[src/design/rrc_pkg.sv]
// Shared types, constants and helpers for the rectangle raster canvas.
package rrc_pkg;

  localparam int MAX_SIDE_DEF = 512;
  localparam int CFG_W        = 10;
  localparam int CFG_IDX_W    = 2;
  localparam int BYTE_W       = 8;
  localparam int FIX_W        = 20;
  localparam int PT_W         = 22;
  localparam int FRAC_W       = 8;
  localparam int SEL_W        = 9;
  localparam int KIND_W       = 2;

  localparam logic [BYTE_W-1:0]  CHAR_OUTLINE = 8'h72;
  localparam logic [BYTE_W-1:0]  CHAR_FILLED  = 8'h52;
  localparam logic signed [PT_W-1:0] ONE_UNIT = PT_W'(1 << FRAC_W);

  localparam logic [CFG_W-1:0]  CANVAS_W_RST = CFG_W'(1);
  localparam logic [CFG_W-1:0]  CANVAS_H_RST = CFG_W'(1);
  localparam logic [BYTE_W-1:0] BG_RST       = BYTE_W'(32);

  typedef enum logic [CFG_IDX_W-1:0] {
    REG_CANVAS_W = 2'd0,
    REG_CANVAS_H = 2'd1,
    REG_BG_BYTE  = 2'd2
  } reg_idx_t;

  typedef enum logic [KIND_W-1:0] {
    KIND_CLEAR = 2'd0,
    KIND_DRAW  = 2'd1,
    KIND_READ  = 2'd2
  } kind_t;

  typedef enum logic [2:0] {
    ST_IDLE,
    ST_SWEEP,
    ST_READ,
    ST_RDATA,
    ST_FINISH
  } state_t;

  typedef struct packed {
    logic signed [PT_W-1:0] xl;
    logic signed [PT_W-1:0] xh;
    logic signed [PT_W-1:0] xl1;
    logic signed [PT_W-1:0] xh1;
    logic signed [PT_W-1:0] yl;
    logic signed [PT_W-1:0] yh;
    logic signed [PT_W-1:0] yl1;
    logic signed [PT_W-1:0] yh1;
  } bnd_t;

  typedef struct packed {
    logic border;
    logic inner;
  } hit_t;

  function automatic logic signed [PT_W-1:0] ext_pt(input logic signed [FIX_W-1:0] v);
    return {{(PT_W-FIX_W){v[FIX_W-1]}}, v};
  endfunction

endpackage

[src/design/rrc_classify.sv]
// Shared per-pixel compare unit: classifies one pixel against the rectangle.
module rrc_classify #(
  parameter int COORD_W = 9
) (
  input  logic [COORD_W-1:0] col,
  input  logic [COORD_W-1:0] row,
  input  rrc_pkg::bnd_t      bnd,
  output rrc_pkg::hit_t      hit
);
  import rrc_pkg::*;

  logic signed [PT_W-1:0] px;
  logic signed [PT_W-1:0] py;
  logic                   on_rect;
  logic                   near_edge;

  assign px = PT_W'({col, {FRAC_W{1'b0}}});
  assign py = PT_W'({row, {FRAC_W{1'b0}}});

  assign on_rect   = (px >= bnd.xl) && (px <= bnd.xh) && (py >= bnd.yl) && (py <= bnd.yh);
  assign near_edge = (px < bnd.xl1) || (px > bnd.xh1) || (py < bnd.yl1) || (py > bnd.yh1);

  assign hit.border = on_rect && near_edge;
  assign hit.inner  = on_rect && !near_edge;
endmodule

[config.mk]
export PLATFORM = sky130hd
export DESIGN_NAME = rrc_classify
export DESIGN_NICKNAME = d
export VERILOG_FILES = /design/src/design/rrc_pkg.sv /design/src/design/rrc_classify.sv
export SDC_FILE = /design/constraint.sdc
export NUM_CORES = 1
export LEC_CHECK = 0
export BUFFER_PORTS_ARGS = -buffer_cell sky130_fd_sc_hd__buf_4
export CORE_MARGIN = 2
export CORE_UTILIZATION = 39
export DETAILED_ROUTE_END_ITERATION = 10
export PLACE_DENSITY = 0.93
export SLEW_MARGIN = 20
export SYNTH_ARGS = -nofsm -noshare
export SYNTH_HDL_FRONTEND = slang
export SYNTH_SLANG_ARGS = --single-unit
[constraint.sdc]
create_clock -name vclk -period 2.49
set_input_delay 0.249 -clock vclk [all_inputs]
set_output_delay 0.249 -clock vclk [all_outputs]
set_load 0.02 [all_outputs]
After elaboration in Yosys (flattened, before gate mapping):

Cells that the tools add are included.

* bitwise gates (word level): 0
* shift-type cells: 0
* order comparisons: 8
* muxes and demuxes: 0
* add/sub/neg operators: 0
* multipliers: 0
* reduce and logical (&&, ||, !) cells: 9
* divide/modulo/power cells: 0
* equal/unequal tests: 0

Operator list (number)
* $ge 18x22->1: 2
* $gt 18x22->1: 2
* $le 18x22->1: 2
* $lt 18x22->1: 2
* $logic_and 1x1->1: 5
* $logic_or 1x1->1: 3
* $logic_not 1->1: 1

* register bits: 0
* latch bits: 0
* output and inout bits: 2
* bits in read-only memories: 0
* bits in writable memories: 0
* input port bits: 194
* memories kept: 0

Depth between registers and ports, before layout:

Gate-level depths: netlist (run 1).

* word-level depth: 6
* mapped depth: 8

Least setup slack after synthesis (run 1):

No wires, ideal clock.

* path type: in2out
* from: input port bnd[52] (netlist bit)
* to: output port hit[0] (netlist bit)
* path slack: -5 ps
* buffers on the path: 0
* data arrival time: 2246 ps
* stages on the path: 7
* cells stage by stage: inv_1 > ha_1 > or4b_2 > nor3_1 > a32o_1 > o2111ai_1 > nor4bb_1

RTL lines
* start: declaration: line rrc_classify.sv:7 `input rrc_pkg::bnd_t bnd,`
* end: declaration: line rrc_classify.sv:8 `output rrc_pkg::hit_t hit`

==> reports/metrics.csv, run 1 <==
metric,value,unit
status,finished clean,
power.density,147.9,nW/um^2
endpoint,hit[0],
grt_pass1_wl,13.45,mm
syn_area_per_cell,7.104,um^2
synthSimpleGateAreaFrac,23.10,%
synth_area,2096,um^2
post-place-ws,-0.006587,ns
yosysTopAreaCellShare,42.99,%
final.setup.tns,0,ns
die_y,77.31,um
worst_hold_path_type,in -> out,
drc,0,
portBuffers,196,
cap_violations,0,
initial_core_util,40.77,%
fmax,0.4231,GHz
whs,0.8810,ns
synthTopCellsByArea,"ha_1, inv_1, a21oi_1",
nClkBuffers,0,
seq_area,0,um^2
crit_fanout,2,
rsz0062_at_grt,no,
n_antenna_cell,0,
synthAdderAreaFrac,42.99,%
core_area,5140,um^2
syn_inst,295,
synth.distinct_cells,38,
placed_cells,562,
rows,26,
dp_hpwl,7.930,mm
drtPass1Iterations,4,
final_common_cell,buf_4,
finalNetCount,761,
finalCritPeriodShare,94.92,%
cp-start-kind,input port,
p_leak,2.174,nW
synth_top_cell_by_area,ha_1,
synth_top_family_by_area,adder cells,
tightestPinTransition,0.5286,ns
ys_seq_area_share,0,%
finalPower,0.5511,mW
place_congestion,0.8654,
synth-xor-area-share,0,%
viasPerCell,5.158,
grtUsageTotal,27.38,%
final-setup-viol-count,0,
max_stage_delay,0.54,ns
fin_cells,563,
crit_chain,buf_4 > or4_1 > nor3_1 > a31oi_1 > a2bb2oi_2 > o2111ai_4 > nor4bb_2 > buf_4,
area_delta_synth_final,77.85,%
grt_max_degree,6,
finalHoldViolCount,0,
synth_mux_area_share,0,%
critPathLaunch,bnd[138],
grt-ovfl-total,0,
nFlopsAndLatches,0,
end_kind,output port,
avgRoutedWirePerCell,15.31,um
die_x,77.31,um
vias,2904,
peakVddDrop,0.08783,mV
die_area,5976,um^2
io_pins,196,
drt_iter0_markers,99,
cp_common_cell,buf_4,
period_needed,2.364,ns
yosys_warnings,0,
critical_path_arrival,2.11,ns
drive_gt1_share,43.20,%
layout_common_cells,"buf_4, inv_1, ha_1, a21oi_1",
slowest_stage,or4_1,
drt_wl_total,8.622,mm
grt_pass1_vias,2988,
relSlewSlack,64.43,%
antenna_found_initial,0,
ctsHoldBuffers,0,
path_class,in -> out,
synth_fp_nets,561,
slew_violations,0,
ant_nets,0,
fin_ws,0.1264,ns
synth_compound_area_share,20.48,%
crit_required,2.24,ns
==> cells by family (layout without fill, tap and decap cells) <==
logic type	count (synthesis)	count (layout)
AOI/OAI and AO/OA	68	68
buffers and inverters	75	273
and+or+nand+nor	80	80
adders and majority gates	72	72
==> final cells by class <==
class / count / area, um^2
Tap cell: 70 / 87.58
Fill cell: 434 / 1413
Timing Repair Buffer: 198 / 1486
Multi-Input combinational cell: 220 / 1872
Inverter: 75 / 281.5
==> cell usage after synthesis, drive strengths merged <==
cell type	n
a311o	1
nor4b	2
o2111ai	1
ha	72
o21ai	12
a21oi	27
and4	1
nand4	9
a211oi	6
or4b	1
o221a	1
o21a	2
or4	8
a32o	1
a21o	8
or2	1
nor2	12
nor4	14
nand3	12
nor3b	1
o221ai	1
a31oi	2
or3	1
nand4b	2
nand2	6
nor3	6
o211ai	1
a2bb2oi	1
and3	1
nand2b	1
o22ai	1
a31o	1
a2111oi	2
inv	75
nor4bb	2
==> critical path: cells and delay by family <==
kind | cells | cell delay (ns)
compound gates | 3 | 0.51
simple gates | 3 | 1.06
buf+inv | 2 | 0.29
==> worst min path at each step <==
| stage | from | end | slack (ns) | cells past startpoint |
|---|---|---|---|---|
| after detailed placement | bnd[109] | hit[0] | 0.88 | 4 |
| final | bnd[109] | hit[0] | 0.88 | 4 |
| after global routing | bnd[109] | hit[0] | 0.90 | 4 |
| after floorplan | bnd[109] | hit[0] | 0.66 | 2 |
| after CTS | bnd[109] | hit[0] | 0.88 | 4 |
| after global placement | bnd[109] | hit[0] | 0.87 | 4 |
==> repair_timing <==
action	CTS	global route
hold endpoints to repair	0	0
gates resized for setup	1	10
endpoints found under the setup margin	1	1
setup buffers	0	1
pin swaps	0	5
==> through the flow <==
stage               utilization (%)  cell area, um^2
finish                        72.52             3727
global route                  72.52             3727
CTS                           71.49             3675
detailed placement            71.37             3669
global placement              71.37             3669
floorplan                         -             2102
==> per-layer routing <==
metal	wire length, um	track usage, %	vias up
met5	0	0	-
met4	228	5.357	0
met3	426	2.706	23
met2	4420	51.39	93
met1	3547	33.52	1308
li1	-	-	1480
==> where the power goes <==
group          internal [mW]  switching, mW
sequential                 0              0
clock                      0              0
combinational          0.326          0.225
Note: power is estimated with default switching activity, not from simulation.
==> run 2: changes to the inputs <==
--- a/config.mk
+++ b/config.mk
@@ -6,7 +6,7 @@
 export NUM_CORES = 1
 export LEC_CHECK = 0
 export BUFFER_PORTS_ARGS = -buffer_cell sky130_fd_sc_hd__buf_4
-export CORE_MARGIN = 2
+export CORE_MARGIN = 3
 export CORE_UTILIZATION = 39
 export DETAILED_ROUTE_END_ITERATION = 10
 export PLACE_DENSITY = 0.93
==> run 2 against run 1 <==
Against the previous run:
- first-iteration DRC count down 8.1%
- wire length is 4.6% higher
- core utilization is 0.80 points higher
- fmax down 3.1%
- sequential cell count unchanged
- via count grew 1.3%
- worst setup slack worse by 0.077 ns
- critical path depth increased by 1
- sequential share of layout area unchanged
- critical path type unchanged
- largest power group unchanged
==> reports/metrics.csv, run 2 (synthesized netlist as in run 1, its figures left out) <==
metric,value,unit,change
status,finished clean,,unchanged
power.density,149.5,nW/um^2,was 147.9 nW/um^2
slew_violations,0,,unchanged
fmax,0.4098,GHz,was 0.4231 GHz
grt.busiest_layer,met2,,unchanged
n_antenna_cell,0,,unchanged
final-setup-viol-count,0,,unchanged
drt_wl_total,9.022,mm,was 8.622 mm
end_kind,output port,,unchanged
p_leak,2.204,nW,was 2.174 nW
dp_hpwl,8.175,mm,was 7.930 mm
grtUsageTotal,26.10,%,was 27.38%
placed_cells,562,,unchanged
vias,2942,,"was 2,904"
die_area,6289,um^2,was 5976 um^2
place_congestion,0.9498,,was 0.8654
io_pins,196,,unchanged
grt-ovfl-total,0,,unchanged
grt_pass1_vias,2943,,"was 2,988"
use_met3,1.927,%,was 2.706%
area_delta_synth_final,79.82,%,was 77.85%
nFlopsAndLatches,0,,unchanged
finalHoldViolCount,0,,unchanged
finalNetCount,760,,was 761
finalCritPeriodShare,98.00,%,was 94.92%
core_area,5140,um^2,unchanged
path_class,in -> out,,unchanged
final_area,3769,um^2,was 3727 um^2
avgRoutedWirePerCell,16.05,um,was 15.31 um
drc,0,,unchanged
tightestPinTransition,0.4430,ns,was 0.5286 ns
portBuffers,196,,unchanged
drive_gt1_share,43.50,%,was 43.20%
rows,26,,unchanged
die_y,79.31,um,was 77.31 um
crit_required,2.24,ns,about the same
final_common_cell,buf_4,,unchanged
fin_cells,562,,was 563
critical_path_arrival,2.19,ns,was 2.11 ns
antenna_found_initial,0,,unchanged
post_cts_buffers,0,,unchanged
peakVddDrop,0.09268,mV,was 0.08783 mV
finalPower,0.5634,mW,was 0.5511 mW
place_area,3669,um^2,unchanged
layout_common_cells,"buf_4, inv_1, ha_1, a21oi_1",,unchanged
nClkBuffers,0,,unchanged
drtPass1Iterations,4,,unchanged
period_needed,2.440,ns,was 2.364 ns
crit_fanout,4,,was 2
viasPerCell,5.235,,was 5.158
gr-usage-met2,48.65,%,was 51.39%
ant_nets,0,,unchanged
initial_core_util,40.77,%,unchanged
grt_max_degree,6,,unchanged
drt_iter0_markers,91,,was 99
relSlewSlack,69.70,%,was 64.43%
die_x,79.31,um,was 77.31 um
seq_area,0,um^2,unchanged
cap_violations,0,,unchanged
grt_pass1_wl,13.30,mm,was 13.45 mm
cp-start-kind,input port,,unchanged
worst_hold_path_type,in -> out,,unchanged
met1_usage,32.57,%,was 33.52%
[run 2: changes by cell type in the layout (fill, tap and decap cells not counted), sizes merged]
cell	change
buf	-1
[run 2: path summary, 6_finish.rpt]
kind | startpoint | cells past startpoint | end
worst min-delay path | bnd[131] | 4 | hit[1]
worst max-delay path | row[8] | 9 | hit[0]
[run 2: power by group]
part           total [mW]  internal [mW]  switching, mW  leakage (nW)
sequential              0              0              0             0
combinational       0.563          0.329          0.234          2.20
clock                   0              0              0             0
[run 2: repair_timing]
action,CTS,global route
endpoints found under the setup margin,1,2
pin swaps,0,4
hold endpoints to repair,0,0
hold buffers,0,0
resized for setup,2,15
[run 2: final cells by class]
class / instances / area (um^2)
fill: 408 / 1371
tap: 70 / 87.58
inverter: 75 / 281.5
multi-input combinational: 220 / 1921
timing repair buffer: 197 / 1479
[run 2: through the flow]
stage	setup slack (ns)	util [%]	TNS (ns)	hold slack [ns]
4_1_cts	0.01189	71.62	0	0.8800
3_5_place_dp	-0.05179	71.37	-0.05179	0.8798
5_1_grt	-0.07444	73.32	-0.07444	0.9475
3_3_place_gp	0.01588	71.37	0	0.8729
2_1_floorplan	0.1691	-	0	0.6592
6_report	0.04972	73.32	0	0.8950
[run 2: critical path, cell delays in order]
cell and delay [ns]:
buf_4 0.13, ha_1 0.29, nand3_1 0.15, nor4_2 0.33
a31o_2 0.19, a21oi_1 0.04, or3_1 0.35, nor4bb_4 0.27
buf_4 0.18
[run 2: metal layers]
metal	vias up	routed length, um
met3	16	506
met5	-	0
met1	1346	3489
li1	1475	-
met2	105	4858
met4	0	167
